`src/design/cvu_queue.sv`:
```
module cvu_queue #(
  parameter int WIDTH = 32,
  parameter int DEPTH = 4,
  localparam int PW = (DEPTH > 1) ? $clog2(DEPTH) : 1,
  localparam int CW = $clog2(DEPTH + 1)
) (
  input  logic             clk_i,
  input  logic             rst_ni,
  input  logic             push_i,
  input  logic [WIDTH-1:0] data_i,
  output logic             full_o,
  input  logic             pop_i,
  output logic             valid_o,
  output logic [WIDTH-1:0] data_o
);

  logic [WIDTH-1:0] mem_q [DEPTH];
  logic [PW-1:0]    wr_ptr_q, wr_ptr_d, rd_ptr_q, rd_ptr_d;
  logic [CW-1:0]    count_q, count_d;

  assign full_o  = (count_q == CW'(DEPTH));
  assign valid_o = (count_q != '0);
  assign data_o  = mem_q[rd_ptr_q];

  always_comb begin
    wr_ptr_d = wr_ptr_q;
    rd_ptr_d = rd_ptr_q;
    count_d  = count_q;
    if (push_i) begin
      wr_ptr_d = (wr_ptr_q == PW'(DEPTH - 1)) ? '0 : wr_ptr_q + PW'(1);
    end
    if (pop_i) begin
      rd_ptr_d = (rd_ptr_q == PW'(DEPTH - 1)) ? '0 : rd_ptr_q + PW'(1);
    end
    if (push_i && !pop_i) begin
      count_d = count_q + CW'(1);
    end else if (pop_i && !push_i) begin
      count_d = count_q - CW'(1);
    end
  end

  always_ff @(posedge clk_i or negedge rst_ni) begin
    if (!rst_ni) begin
      wr_ptr_q <= '0;
      rd_ptr_q <= '0;
      count_q  <= '0;
    end else begin
      wr_ptr_q <= wr_ptr_d;
      rd_ptr_q <= rd_ptr_d;
      count_q  <= count_d;
    end
  end

  always_ff @(posedge clk_i) begin
    if (push_i) begin
      mem_q[wr_ptr_q] <= data_i;
    end
  end

endmodule

```
`config.mk`:
```
export PLATFORM = sky130hd
export DESIGN_NAME = cvu_queue
export DESIGN_NICKNAME = d
export VERILOG_FILES = /design/src/design/cvu_queue.sv
export SDC_FILE = /design/constraint.sdc
export NUM_CORES = 1
export LEC_CHECK = 0
export BUFFER_PORTS_ARGS = -buffer_cell sky130_fd_sc_hd__buf_2
export CAP_MARGIN = 20
export CORE_MARGIN = 5
export CORE_UTILIZATION = 38
export DETAILED_ROUTE_END_ITERATION = 10
export MAX_ROUTING_LAYER = met4
export SLEW_MARGIN = 40
export SYNTH_ARGS = -nofsm -noshare
export SYNTH_HDL_FRONTEND = slang
export SYNTH_SLANG_ARGS = --single-unit
export TNS_END_PERCENT = 20
```
`constraint.sdc`:
```
create_clock -name clk_i -period 2 [get_ports clk_i]
set_clock_uncertainty 0.2 [all_clocks]
set_input_delay 0.1 -clock clk_i [delete_from_list [all_inputs] [get_ports clk_i]]
set_output_delay 0.1 -clock clk_i [all_outputs]
set_load 0.02 [all_outputs]
```
==> results.ini <==
[clock_network]
htreeDepth = 4
cts_max_path_buffers = 2
insertion_delay_ns = 0.40
cts_tree = built
cts.sinks = 135
cts-root-buf = clkbuf_16
clk_pin_slew_worst_paths_ns = 0.05
cts_buffers = 17

[power_and_ir_drop]
p_int_w = 0.00716
power_w = 0.0101
leakagePower_nw = 2.43
seq_power_share_pct = 38.2
p_per_area_nw_per_um2 = 1470
power_frac_clock_pct = 27.5
switchingPower_w = 0.00289
vdd_drop_max_mv = 0.606
p_sw_share_pct = 28.8
power_frac_comb_pct = 34.2

[sta]
layout_min_cycle_time_ns = 2.06
rsz0062_at_grt = true
timing.fmax_mhz = 486
tightest_slew_ns = 0.371
hold_viol = 0
setup_violations = 31
slew_viol_final = 0
relSlewSlack_pct = 75.2
worst_slack_ns = -0.0595
period_share_pct = 103

[logic_synthesis]
synth-warning-count = 0
synth_compound_gate_area_share_pct = 0.197
synth.avg_cell_area_um2 = 24.8
muxShareOfSynthArea_pct = 15.1
mappedNetlistArea_um2 = 5080
synth_fp_nets = 248
ys_seq_area_share_pct = 79.1
synth-simple-area-share_pct = 1.13
synthAdderAreaFrac_pct = 1.87
synth_top_family_by_area = multiplexers
synth-xor-area-share_pct = 0.517
ys_ff_latch = 135
synthDistinctLibCells = 20
netlist_instances = 205

[critical_path]
slowest_delay_ns = 0.51
cpMaxStageDelayCell = mux4_2
start_kind = register
critPathCaptureType = primary output
cp_max_fo = 6
critPathArrivalTime_ns = 1.76
crit_type = reg -> out
crit_path_cell_trace = buf_12 > buf_16 > mux4_2 > buf_2
critPathRequiredTime_ns = 1.70

[cells_and_area]
design_area_um2 = 6810
mostFrequentLayoutCell = edfxtp_1
antennaDiodeCount = 0
final_nets = 381
drive_above_1_share_pct = 43.3
n_fill_cell = 1070
syn2layout_area_growth_pct = 34.1
final_cell_mix = edfxtp_1 (128), buf_2 (53), dlygate4sd3_1 (36)

[global_route]
grt_pass1_wl_um = 14900
grt_pass1_vias = 2697
grt_max_degree = 25
grt-ovfl-total = 0
antenna_found_initial = 0
grt_use_total_pct = 13.1

[floorplan]
rows = 42
io_pins = 70
start_util_pct = 38.5
die_area_um2 = 15800
core-area_um2 = 13200
die_w_um = 126
die_y_um = 126

[drt]
viasPerCell = 4.65
drt_pass1_iterations = 4
wl_per_cell_um = 17.7
wirelength_um = 9300
drc = 0
drtIter0Drc = 229
ant_nets = 0
via_count = 2449

[worst_hold_path]
hp-class = in -> reg

[placed_design]
place_congestion = 0.716
placed_area_um2 = 5750
io_buffer_count = 69
hpwl_um = 5780

[status]
outcome = finished, violations left
violations = negative setup slack

[flow_run]
max_cap_violations = 0

state kept, by name (all words and copies together) (netlist names):
register  cells
rd_ptr_q      2
wr_ptr_q      2
count_q       3
mem_q       128
critical path: cells and delay by family (launching register included):
kind	cells	cell delay, ns
buf+inv	3	0.47
flops	1	0.37
mux	1	0.51
cells by family (layout without fill, tap and decap cells):
logic type               count (synthesis)  count (layout)
flip-flops                             135             135
multiplexers                            35              35
buffers and inverters                   12             158
AND/OR/NAND/NOR                         11              11
adder cells (fa/ha/maj)                  7               7
XOR/XNOR                                 3               3
AO/OA/AOI/OAI                            2               2
metrics by stage:
stage               hold slack (ns)  worst slack (ns)  util [%]  cells  setup TNS (ns)
floorplan                    -0.396          -0.00508         -    205          -0.163
global placement             -0.250             0.213      43.6    455               0
detailed placement           -0.252             0.206      43.6    455               0
CTS                           0.221            -0.113      50.9    526           -2.28
global route                  0.236            -0.127      51.7    527           -3.22
finish                        0.243           -0.0595      51.7    527           -1.04
synth_stat cells (all sizes together):
library cell	number	area, um^2
xnor2	1	8.76
o21ai	2	10.0
dfrtp	7	175
mux4	32	736
mux2	3	33.8
ha	6	75.1
edfxtp	128	3840
nor2	3	11.3
nand2	2	7.51
xor2	2	17.5
fa	1	20.0
and2	4	25.0
inv	4	15.0
or3	1	6.26
buf	7	86.3
clkbuf	1	3.75
nor3b	1	7.51
layout make-up:
cell class	instances	area (um^2)	area share [%]
Sequential cell	135	4020	59.0
Timing Repair Buffer	122	1070	15.7
Multi-Input combinational cell	58	948	13.9
Clock buffer	29	520	7.64
Tap cell	176	220	3.23
Clock inverter	3	17.5	0.257
Inverter	4	15.0	0.220
power by group through the flow:
stage,Combinational (W),Clock (W),Sequential [W]
2_1_floorplan,0.00207,0,0.00380
3_3_place_gp,0.00292,0,0.00392
3_5_place_dp,0.00294,0,0.00394
4_1_cts,0.00327,0.00283,0.00385
5_1_grt,0.00370,0.00297,0.00389
6_report,0.00344,0.00277,0.00384
routing by layer:
metal	track usage [%]	vias up	routed length, um
li1	-	1125	-
met1	15.8	1244	3980
met2	20.1	65	4650
met3	5.17	15	532
met4	4.78	0	146
met5	-	-	0
repair_timing:
action / in CTS / in global routing
hold buffers: 36 / 0
setup endpoints to repair: 32 / 32
endpoints found under the hold margin: 140 / 0
cloned: 1 / 1
gates resized for setup: 12 / 24
buffers inserted: 2 / 0
worst paths after layout:
kind | startpoint | end | slack [ns] | cells past startpoint
worst max register to register | wr_ptr_q[0]$_DFFE_PN0P_ | mem_q[2][0]$_DFFE_PP_ | 0.37 | 4
worst min-delay path | data_i[30] | mem_q[0][30]$_DFFE_PP_ | 0.24 | 2
min in group asynchronous | rst_ni | count_q[0]$_DFFE_PN0P_ | 0.47 | 3
max in group asynchronous | rst_ni | rd_ptr_q[1]$_DFFE_PN0P_ | 0.84 | 3
worst min register to register | count_q[2]$_DFFE_PN0P_ | count_q[2]$_DFFE_PN0P_ | 0.28 | 1
worst max-delay path | rd_ptr_q[0]$_DFFE_PN0P_ | data_o[31] | -0.06 | 4
Note: power is estimated with default switching activity, not from simulation.
