$ cat src/design/cvu_pkg.sv
package cvu_pkg;

  localparam int SAMPLE_W     = 8;
  localparam int HIST_W       = 24;
  localparam int LINE_WIDTH_W = 11;
  localparam int LINE_COUNT_W = 12;
  localparam int ROW_W        = 12;
  localparam int COL_W        = 10;
  localparam int APB_DATA_W   = 32;
  localparam int APB_ADDR_W   = 3;
  localparam int QUEUE_DEPTH  = 4;

  localparam logic [LINE_WIDTH_W-1:0] LINE_WIDTH_RST = 11'd960;
  localparam logic [LINE_COUNT_W-1:0] LINE_COUNT_RST = 12'd540;

  // register index = paddr[2]
  localparam logic REG_LINE_WIDTH = 1'b0;
  localparam logic REG_LINE_COUNT = 1'b1;

  typedef logic [SAMPLE_W-1:0] sample_t;

  // Classified item handed from front to back.
  // hist: bits 7:0 line m-1, 15:8 line m-2, 23:16 line m-3.
  // r_first: distance (m - k) of the first line to emit.
  typedef struct packed {
    sample_t           x;
    logic [HIST_W-1:0] hist;
    logic              has_res;
    logic              last_line;
    logic [1:0]        r_first;
  } cvu_cls_t;

endpackage

$ cat src/design/cvu_back.sv
module cvu_back import cvu_pkg::*; #(
  parameter int MAX_COLUMNS = 1024,
  parameter int MAX_LINES   = 2048,
  localparam int CW = $clog2(MAX_COLUMNS),
  localparam int LW = $clog2(MAX_LINES)
) (
  input  logic             clk_i,
  input  logic             rst_ni,
  input  logic             q_valid_i,
  input  cvu_cls_t         q_cls_i,
  input  logic [CW-1:0]    q_col_i,
  input  logic [LW-1:0]    q_line_i,
  output logic             q_pop_o,
  output logic             out_valid_o,
  input  logic             out_stall_i,
  output sample_t          chroma_out_o,
  output logic [ROW_W-1:0] out_row_o,
  output logic [COL_W-1:0] out_col_o,
  output logic             run_last_o
);

  // 0: incoming sample, 1..3: stored lines m-1..m-3
  function automatic sample_t pick(input logic [1:0] code, input sample_t x,
                                   input logic [HIST_W-1:0] h);
    sample_t v;
    case (code)
      2'd0:    v = x;
      2'd1:    v = h[7:0];
      2'd2:    v = h[15:8];
      default: v = h[23:16];
    endcase
    return v;
  endfunction

  logic          first_q;
  logic [1:0]    r_q, cur_r, stop_r, code_a, code_c;
  logic          ph_q;
  logic          final_res, load_ok, emit;
  logic [LW-1:0] k;
  sample_t       a, b, c, d, interp, value;
  logic [8:0]    sum_bc, sum_ad;
  logic [12:0]   t, diff;

  logic             out_valid_q;
  sample_t          chroma_q;
  logic [ROW_W-1:0] row_q;
  logic [COL_W-1:0] col_q;
  logic             last_q;

  assign cur_r     = first_q ? q_cls_i.r_first : r_q;
  assign stop_r    = q_cls_i.last_line ? 2'd0 : 2'd2;
  assign final_res = ph_q && (cur_r == stop_r);
  assign load_ok   = !out_valid_q || !out_stall_i;
  assign emit      = q_valid_i && q_cls_i.has_res && load_ok;
  assign q_pop_o   = q_valid_i && (!q_cls_i.has_res || (emit && final_res));

  // k = m - r; the top edge clamps line k-1 to line 0 (then m == r)
  assign k      = q_line_i - LW'(cur_r);
  assign code_a = (k == '0) ? cur_r : cur_r + 2'd1;
  assign code_c = (cur_r == 2'd0) ? 2'd0 : cur_r - 2'd1;

  assign a = pick(code_a, q_cls_i.x, q_cls_i.hist);
  assign b = pick(cur_r, q_cls_i.x, q_cls_i.hist);
  assign c = pick(code_c, q_cls_i.x, q_cls_i.hist);
  assign d = q_cls_i.x;

  // (9*(b+c) - (a+d) + 8) >> 4, clipped to 0..255
  assign sum_bc = {1'b0, b} + {1'b0, c};
  assign sum_ad = {1'b0, a} + {1'b0, d};
  assign t      = {1'b0, sum_bc, 3'b000} + {4'b0, sum_bc} + 13'd8;
  assign diff   = t - {4'b0, sum_ad};

  always_comb begin
    if ({4'b0, sum_ad} > t) begin
      interp = '0;
    end else if (diff[12]) begin
      interp = 8'hFF;
    end else begin
      interp = diff[11:4];
    end
    value = ph_q ? interp : b;
  end

  always_ff @(posedge clk_i or negedge rst_ni) begin
    if (!rst_ni) begin
      first_q     <= 1'b1;
      r_q         <= 2'd0;
      ph_q        <= 1'b0;
      out_valid_q <= 1'b0;
    end else begin
      if (emit) begin
        if (final_res) begin
          first_q <= 1'b1;
          ph_q    <= 1'b0;
        end else if (ph_q) begin
          first_q <= 1'b0;
          r_q     <= cur_r - 2'd1;
          ph_q    <= 1'b0;
        end else begin
          first_q <= 1'b0;
          r_q     <= cur_r;
          ph_q    <= 1'b1;
        end
      end
      if (load_ok) begin
        out_valid_q <= emit;
      end
    end
  end

  always_ff @(posedge clk_i) begin
    if (emit) begin
      chroma_q <= value;
      row_q    <= ROW_W'({k, ph_q});
      col_q    <= COL_W'(q_col_i);
      last_q   <= final_res;
    end
  end

  assign out_valid_o  = out_valid_q;
  assign chroma_out_o = chroma_q;
  assign out_row_o    = row_q;
  assign out_col_o    = col_q;
  assign run_last_o   = last_q;

endmodule

$ cat config.mk
export PLATFORM = sky130hd
export DESIGN_NAME = cvu_back
export DESIGN_NICKNAME = d
export VERILOG_FILES = /design/src/design/cvu_pkg.sv /design/src/design/cvu_back.sv
export SDC_FILE = /design/constraint.sdc
export NUM_CORES = 1
export LEC_CHECK = 0
export BUFFER_PORTS_ARGS = -buffer_cell sky130_fd_sc_hd__buf_2
export CAP_MARGIN = 40
export CORE_ASPECT_RATIO = 1.1
export CORE_MARGIN = 2
export CORE_UTILIZATION = 40
export DETAILED_ROUTE_END_ITERATION = 12
export MAX_ROUTING_LAYER = met4
export PLACE_DENSITY = 0.66
export REMOVE_ABC_BUFFERS = 1
export SLEW_MARGIN = 20
export SYNTH_ARGS = -nofsm -noshare
export SYNTH_HDL_FRONTEND = slang
export SYNTH_SLANG_ARGS = --single-unit
$ cat constraint.sdc
create_clock -name clk_i -period 16 [get_ports clk_i]
set_input_delay 0.8 -clock clk_i [delete_from_list [all_inputs] [get_ports clk_i]]
set_output_delay 0.8 -clock clk_i [all_outputs]
set_load 0.02 [all_outputs]
==> results.yml, run 1 <==
clocking:
  cts_buffers: 5
  path_clk_slew_ns: 0.07
  clk_path_buf_depth: 2
  ctsHoldBuffers: 0
  clock-sinks: 36
  postCtsSetupBuffers: 0
  clk_latency_ns: 0.29
  ctsHtreeMaxLevel: 2
  tritoncts: "built"
  root_buffer: "clkbuf_8"
  cts_resized: 0
worst_setup_path:
  r2r_cells: 25
  reg2reg_slack_ns: 8.51
  critical_path_arrival_ns: 7.51
  start_kind: "flip-flop"
  critPathKind: "flip-flop to flip-flop"
  required_ns: 16.02
  reg2reg_to: "chroma_out_o[0]"
  worstReg2RegStart: "first_q"
  worstPathMaxFanout: 28
  cp-end-kind: "flip-flop"
timing:
  timing.setup.tns_ns: 0
  hold_viol_final: 0
  rsz0062_at_grt: "no"
  final-setup-viol-count: 0
  drv_slew: 0
  clock_skew_ns: 0.00710
  worst_pin_slew_ns: 0.783
  relSlewSlack_pct: 47.4
  max_freq_ghz: 0.133
  period_share_pct: 46.8
  fin_crit_ns: 7.49
logic_synthesis:
  avgSynthCellArea_um2: 9.29
  ys_async_sr_fraction_pct: 13.9
  ys_ff_latch: 36
  synthFlopType: "edfxtp_1"
  synth_edf_count: 31
  yosys_warnings: 0
  ys_seq_area_share_pct: 26.8
  synth_cells: 425
  syn_area_um2: 3950
  synth.distinct_cells: 57
finish:
  num-nets-final: 623
  final_cell_mix: "buf_2 (93), ha_1 (45), nand2_1 (39)"
  area_growth_pct: 18.2
  layout-drive-gt1-share_pct: 26.3
  fillers: 907
  multi_input_area_um2: 2730
  layout_commonest_cell: "buf_2"
  regArea_um2: 1060
  antennaDiodeCount: 0
global_route:
  antenna_found_initial: 0
  grt_start_max_net_pins: 30
  grt_first_pass_wirelength_um: 15900
  grt_usage_pct: 18.7
  overflow: 0
  grt_pass1_vias: 3325
detailed_routing:
  first_pass_iters: 8
  wl_per_cell_um: 15.8
  vias_per_cell: 5.68
  vias: 3598
  ant_nets: 0
  drc: 0
  finalWirelength_um: 10000
  drt_iter0_drc: 216
floorplanning:
  start_util_pct: 40.5
  die_w_um: 98.7
  io_pins: 94
  dieArea_um2: 10700
  die_h_um: 108
  rows: 38
  coreArea_um2: 9750
outcome:
  outcome: "finished clean"
flow_run:
  cap_violations: 0
place:
  dpl.hpwl_um: 8170
  io_buffers: 93
  gp_congestion: 0.941
min_path:
  hp-class: "input pin to asynchronous set/reset pin"
[per-stage QoR]
step | hold WS, ns | cell area [um2] | instances | setup slack (ns) | utilization (%)
4_1_cts | 0.306 | 4670 | 634 | 8.57 | 47.9
3_3_place_gp | 0.518 | 4540 | 624 | 8.54 | 46.6
5_1_grt | 0.303 | 4670 | 634 | 7.98 | 47.9
2_1_floorplan | 0.480 | 3890 | 409 | 8.30 | -
6_report | 0.309 | 4670 | 634 | 8.51 | 47.9
3_5_place_dp | 0.522 | 4570 | 626 | 8.31 | 46.9
[critical path: stages (launching register included)]
cell       delay [ns]
dfstp_2          0.59
mux2i_2          0.22
buf_4            0.30
inv_1            0.33
ha_1             0.58
nand2b_1         0.39
o22ai_1          0.14
a22oi_1          0.34
ha_1             0.30
a21oi_1          0.27
o2111ai_1        0.16
o311ai_0         0.16
xor2_1           0.53
inv_1            0.14
ha_1             0.32
ha_1             0.33
a211oi_1         0.22
a21oi_1          0.08
ha_1             0.35
a21oi_1          0.16
nand2_1          0.09
a21o_1           0.22
a311oi_2         0.43
nand4_1          0.24
a31oi_1          0.24
a21oi_1          0.08
[kinds of logic (layout without fill, tap and decap cells)]
logic type	after synthesis	after routing	synth area share, %
AOI/OAI and AO/OA	118	118	21.0
and+or+nand+nor	114	114	14.5
xor gates and xnor gates	29	29	6.43
muxes	29	29	10.3
adders and majority gates	49	49	16.3
buffers and inverters	50	139	4.75
DFF	36	36	26.8
[state kept, by name (all words and copies together) (netlist names)]
name and flops:
out_row_o 12, out_col_o 10, first_q 1, chroma_out_o 8, out_valid_o 1, r_q 2, ph_q 1, run_last_o 1
[how the worst max path moves through the flow]
stage / depth (start not counted) / to / startpoint / slack [ns]
2_1_floorplan: 24 / chroma_out_o[7] / q_cls_i[1] / 8.30
3_3_place_gp: 26 / chroma_out_o[0] / q_cls_i[1] / 8.54
3_5_place_dp: 26 / chroma_out_o[5] / q_cls_i[1] / 8.31
4_1_cts: 25 / chroma_out_o[5] / first_q / 8.57
5_1_grt: 25 / chroma_out_o[0] / first_q / 7.98
6_report: 25 / chroma_out_o[0] / first_q / 8.51
[area by class of cell]
class,count,share of cell area [%]
multi-input cells,339,58.4
flip-flops and latches,36,22.7
repair buffers,97,11.0
well taps,120,3.22
inverters,34,2.73
clock buffers,6,1.77
clock inverters,2,0.214
[synthesized netlist by cell type (2+ instances only)]
library cell / n / area share (%)
a2111o_1: 2 / 0.57
a211oi_1: 10 / 1.9
a21o_1: 8 / 1.5
a21oi_1: 30 / 3.8
a222oi_1: 8 / 2.0
a22oi_1: 8 / 1.5
a311o_1: 2 / 0.51
a31oi_1: 11 / 1.7
and2_1: 3 / 0.48
and3_1: 2 / 0.32
buf_1: 2 / 0.19
clkbuf_1: 14 / 1.3
dfrtp_1: 4 / 2.5
edfxtp_1: 31 / 24
fa_1: 4 / 2.0
ha_1: 45 / 14
inv_1: 33 / 3.1
mux2_2: 10 / 2.9
mux2i_1: 10 / 2.5
mux4_2: 8 / 4.6
nand2_1: 39 / 3.7
nand2b_1: 5 / 0.79
nand3_1: 6 / 0.76
nand4_1: 2 / 0.32
nor2_1: 35 / 3.3
nor2b_1: 7 / 1.1
nor3_1: 4 / 0.51
nor4_4: 2 / 1.1
o2111ai_1: 2 / 0.44
o21a_1: 3 / 0.57
o21ai_0: 10 / 1.3
o22ai_1: 9 / 1.4
o2bb2ai_1: 3 / 0.67
o311ai_0: 2 / 0.44
or2_2: 2 / 0.32
xnor2_1: 15 / 3.3
xor2_1: 14 / 3.1
[metal layers]
layer	global-route usage (%)	routed length [um]	vias to the layer above
li1	-	-	1774
met1	24.5	4490	1684
met2	30.9	4820	125
met3	1.81	527	15
met4	5.77	172	0
met5	-	0	-
Power of run 1 is not shown: default switching activity piles up to over one toggle a cycle in this logic, so the estimate is an artifact.
==> run 2: changes to the inputs <==
Settings changed: ABC_AREA from default to 1, PLACE_DENSITY 0.66 to 0.67.
Clock period 16 ns to 7.5 ns, I/O delays scaled along.
==> run 2 against run 1 <==
  * Clock skew decreased by 0.0050 ns
  * Design area decreased by 1.3%
  * Wire length increased by 5.6%
  * Hold slack got worse by 0.038 ns
  * Area after synthesis decreased by 1.1%
==> results.yml, run 2 <==
detailed_routing:
  drt_iter0_drc: 270
  finalWirelength_um: 10600
  drc: 0
  vias_per_cell: 5.35
  wl_per_cell_um: 14.3
  ant_nets: 0
  first_pass_iters: 5
  vias: 3962
finish:
  utilization_pct: 48.8
  final_cell_mix: "nand2_1 (132), buf_2 (93), inv_1 (68)"
  layout-drive-gt1-share_pct: 22.3
  layout_commonest_cell: "nand2_1"
  fin_area_um2: 4610
  area_growth_pct: 18.0
  largest_register_ffs: 12
  fillers: 979
  num-nets-final: 732
  antennaDiodeCount: 0
clocking:
  clk_path_buf_depth: 2
  clock-sinks: 36
  root_buffer: "clkbuf_8"
  path_clk_slew_ns: 0.06
  clk_latency_ns: 0.28
  cts_buffers: 5
  tritoncts: "built"
  ctsHtreeMaxLevel: 2
global_route:
  grt_start_max_net_pins: 19
  grt_pass1_vias: 3744
  antenna_found_initial: 0
  grt_first_pass_wirelength_um: 17700
  overflow: 0
  grt_usage_pct: 21.0
min_path:
  hp-class: "input pin to flip-flop"
timing:
  rsz0062_at_grt: "no"
  relSlewSlack_pct: 56.1
  period_share_pct: 91.2
  drv_slew: 0
  hold_viol_final: 0
  final-setup-viol-count: 0
  clock_skew_ns: 0.00213
  timing.setup.tns_ns: 0
  max_freq_ghz: 0.146
  worst_pin_slew_ns: 0.658
  setup_ws_ns: 0.659
  fin_crit_ns: 6.84
worst_setup_path:
  cp-end-kind: "flip-flop"
  critical_path_arrival_ns: 6.87
  start_kind: "flip-flop"
  worst_path_max_delay_cell: "dfstp_2"
  cpPeakStageDelay_ns: 0.55
  critPathKind: "flip-flop to flip-flop"
  required_ns: 7.53
  worstPathMaxFanout: 10
logic_synthesis:
  ys_ff_latch: 36
  netlist_top_cells_area: "edfxtp_1 (24%), ha_1 (14%), nand2_1 (13%)"
  synthFlopType: "edfxtp_1"
  synth_cells: 530
  yosys_warnings: 0
  synth_top_area_share_pct: 23.8
  yosys-top-cells-count: "nand2_1 (132), inv_1 (69), nand3_1 (52)"
  avgSynthCellArea_um2: 7.37
  synth.most_common_cell: "nand2_1"
  ys_async_sr_fraction_pct: 13.9
  synth_edf_count: 31
  syn_area_um2: 3900
  ys_seq_area_share_pct: 27.1
  synth_top_area_cell: "edfxtp_1"
  synth.distinct_cells: 41
floorplanning:
  io_pins: 94
  rows: 37
  dieArea_um2: 10600
  coreArea_um2: 9440
  die_h_um: 108
  die_w_um: 98.2
  start_util_pct: 41.3
place:
  postPlaceCellArea_um2: 4490
  io_buffers: 93
  gp_congestion: 0.883
  dpl.hpwl_um: 8710
  dpl_worst_slack_ns: 0.358
flow_run:
  cap_violations: 0
outcome:
  outcome: "finished clean"
## run 2: cell types whose count changed in the layout (fill, tap and decap cells not counted), moves of 11 or more
cell	change
a32oi_1	+12
inv_1	+35
nand2_1	+93
nand2_2	+11
nand3_1	+46
nor2_1	-13
o21ai_1	+12
## run 2: path summary, 6_finish.rpt
kind	end	depth (start not counted)	slack [ns]	startpoint
max	chroma_out_o[5]	34	0.66	first_q
min	out_col_o[2]	1	0.27	q_col_i[2]
max reg2reg	chroma_out_o[5]	34	0.66	first_q
min reg2reg	first_q	2	0.53	first_q
max in group asynchronous	first_q	2	6.85	rst_ni
min in group asynchronous	out_valid_o	2	0.43	rst_ni
## run 2: critical path, delay by kind of cell, from the launching register on
family	cells	cell delay, ns
adders and majority gates	6	1.88
and+or+nand+nor	12	1.59
AOI/OAI and AO/OA	7	1.35
buffers and inverters	7	0.83
DFF	1	0.55
xor gates and xnor gates	2	0.36
## run 2: kinds of logic after synthesis
logic type      after synthesis  synth area share (%)
flops                        36                  27.1
simple gates                245                  28.2
xor+xnor                     24                  5.58
compound gates               89                  13.9
buf+inv                      87                  8.78
fa+ha+maj                    49                  16.5
## run 2: final cells by class
| type | count | area, um2 | share of cell area, % |
|---|---|---|---|
| inverter | 77 | 294 | 6.38 |
| clock buffer | 8 | 90.1 | 1.95 |
| tap | 117 | 146 | 3.18 |
| sequential | 36 | 1060 | 22.9 |
| multi-input combinational | 407 | 2520 | 54.6 |
| timing repair buffer | 95 | 503 | 10.9 |
## run 2: repair_timing
| action | in CTS | in global routing |
|---|---|---|
| hold buffers | 1 | 0 |
| gates resized for setup | 0 | 7 |
| setup buffers | 0 | 0 |
| hold endpoints to repair | 4 | 0 |
| setup endpoints to repair | 0 | 8 |
## run 2: per-stage QoR
step,hold slack [ns],cells
after floorplan,0.0794,520
after global placement,0.200,730
after detailed placement,0.199,731
after CTS,0.261,740
after global routing,0.261,740
final,0.271,740
## run 2: routing by layer
metal / vias to the layer above / track usage (%) / part of all wire, %
met2: 143 / 36.2 / 48
met5: - / - / 0
met3: 13 / 2.08 / 5.9
met4: 0 / 5.77 / 1.5
li1: 1974 / - / -
met1: 1832 / 26.7 / 45
Power of run 2 is left out for the same reason.
==> run 3: changes to the inputs <==
Settings changed: ABC_AREA 1 to default, BUFFER_PORTS_ARGS -buffer_cell sky130_fd_sc_hd__buf_2 to default, DONT_BUFFER_PORTS from default to 1, PLACE_DENSITY 0.67 to 0.58.
==> run 3 against run 2 <==
  * Hold slack got worse by 0.085 ns
  * Non-clock buffer count fell by 83
  * Register-to-register slack got worse by 0.11 ns
  * Maximum frequency fell by 1.6%
  * Die area rose by 1.1%
  * Critical path depth fell by 8
  * Count of clock-buffer cells in the layout fell by 3
  * Global-route usage fell by 1.9 points
  * Worst setup slack got worse by 0.11 ns
  * Wire length fell by 5.9%
  * First-iteration DRC count fell by 24%
  * Clock skew rose by 0.0033 ns
==> results.yml, run 3 (same netlist as run 1, synthesis figures left out) <==
worst_setup_path:
  r2r_cells: 26
  worstPathMaxFanout: 9
  critPathKind: "flip-flop to flip-flop"
  worstReg2RegStart: "first_q"
  crit_end: "chroma_out_o[0]"
  critical_path_arrival_ns: 6.96
  cp-end-kind: "flip-flop"
  start_kind: "flip-flop"
  reg2reg_to: "chroma_out_o[0]"
  required_ns: 7.51
  reg2reg_slack_ns: 0.55
  crit_path_start: "first_q"
floorplanning:
  io_pins: 94
  die_h_um: 108
  dieArea_um2: 10700
  coreArea_um2: 9750
  rows: 38
  die_w_um: 98.7
  start_util_pct: 40.5
clocking:
  path_clk_slew_ns: 0.07
  ctsHtreeMaxLevel: 2
  clk_latency_ns: 0.28
  cts_buffers: 5
  clock-sinks: 36
  root_buffer: "clkbuf_8"
  clk_path_buf_depth: 2
  tritoncts: "built"
global_route:
  grt_start_max_net_pins: 36
  gr-usage-met1_pct: 24.1
  grt_first_pass_wirelength_um: 15900
  antenna_found_initial: 0
  grtUsageMet2_pct: 30.7
  grtUsageMet3_pct: 5.04
  grt.busiest_layer: "met2"
  grt_usage_pct: 19.1
  grt_pass1_vias: 3060
  overflow: 0
detailed_routing:
  first_pass_iters: 6
  drc: 0
  vias_per_cell: 6.08
  drt_iter0_drc: 204
  wl_per_cell_um: 18.1
  finalWirelength_um: 9950
  ant_nets: 0
  vias: 3336
finish:
  fillers: 913
  area_growth_pct: 7.83
  num-nets-final: 538
  layout-drive-gt1-share_pct: 11.9
  fin_area_um2: 4260
  largest_register_ffs: 12
  layout_commonest_cell: "ha_1"
  antennaDiodeCount: 0
  final_cell_mix: "ha_1 (45), nand2_1 (39), nor2_1 (35)"
place:
  dpl.hpwl_um: 8030
  gp_congestion: 0.907
  postPlaceCellArea_um2: 4110
  io_buffers: 0
timing:
  fin_crit_ns: 6.95
  drv_slew: 0
  period_share_pct: 92.7
  clock_skew_ns: 0.00543
  rsz0062_at_grt: "no"
  worst_pin_slew_ns: 1.03
  hold_viol_final: 0
  final-setup-viol-count: 0
  relSlewSlack_pct: 30.6
  max_freq_ghz: 0.144
outcome:
  outcome: "finished clean"
flow_run:
  cap_violations: 0
min_path:
  hp-class: "input pin to flip-flop"
run 3: cell types whose count changed in the layout (fill, tap and decap cells not counted), sizes merged, moves of 12 or more:
cell | before | now
o21ai | 24 | 10
nand2 | 144 | 39
buf | 94 | 11
nand3 | 53 | 6
inv | 75 | 32
a32oi | 12 | 0
run 3: how the worst min path moves through the flow:
stage                     startpoint      endpoint  slack (ns)  cells after the start
after floorplan               rst_ni   out_valid_o        0.08                      0
after global placement        rst_ni        r_q[1]        0.08                      0
after detailed placement      rst_ni   out_valid_o        0.08                      0
after CTS                 q_col_i[0]  out_col_o[0]        0.17                      0
after global routing      q_col_i[4]  out_col_o[4]        0.17                      0
final                     q_col_i[0]  out_col_o[0]        0.19                      0
run 3: what timing repair did:
action | CTS | global route
setup endpoints to repair | 0 | 8
hold buffers | 1 | 0
setup buffers | 0 | 5
endpoints found under the hold margin | 5 | 0
resized for setup | 0 | 2
run 3: metrics by stage:
stage	std cells	setup WS [ns]	TNS [ns]	utilization [%]	hold WS, ns
after global routing	549	0.0105	0	43.7	0.168
after CTS	544	0.394	0	43.1	0.174
after floorplan	409	-0.00234	-0.00234	-	0.0794
final	549	0.551	0	43.7	0.186
after global placement	535	0.481	0	42.1	0.0796
after detailed placement	535	0.453	0	42.1	0.0796
run 3: cell type report:
cell class	instances	area [um2]	share of cell area [%]
clock inverter	3	18.8	0.441
clock buffer	5	68.8	1.62
tap	120	150	3.53
timing repair buffer	12	92.6	2.17
multi-input combinational	339	2740	64.3
sequential	36	1060	24.8
inverter	34	131	3.09
run 3: routing by layer:
layer / vias to the layer above / routed length (um)
li1: 1604 / -
met1: 1546 / 4240
met2: 168 / 4700
met3: 18 / 863
met4: 0 / 140
met5: - / 0
run 3: critical path, cell delays in order (launching register included):
cell	delay (ns)
dfstp_2	0.59
mux2i_4	0.40
inv_1	0.21
ha_1	0.23
nor2b_1	0.24
or2_2	0.19
nor2_1	0.05
xor2_1	0.14
or4_1	0.58
nor4_4	0.45
mux2_2	0.42
ha_1	0.20
inv_1	0.07
fa_1	0.20
nor2b_1	0.06
o21ai_0	0.22
a21oi_1	0.13
o21ai_0	0.21
nand2b_1	0.12
a21o_1	0.19
a21oi_1	0.22
ha_1	0.35
a21o_1	0.24
a311oi_4	0.39
nand4_1	0.24
a31oi_1	0.24
a21oi_1	0.10
Power of run 3 is left out for the same reason.
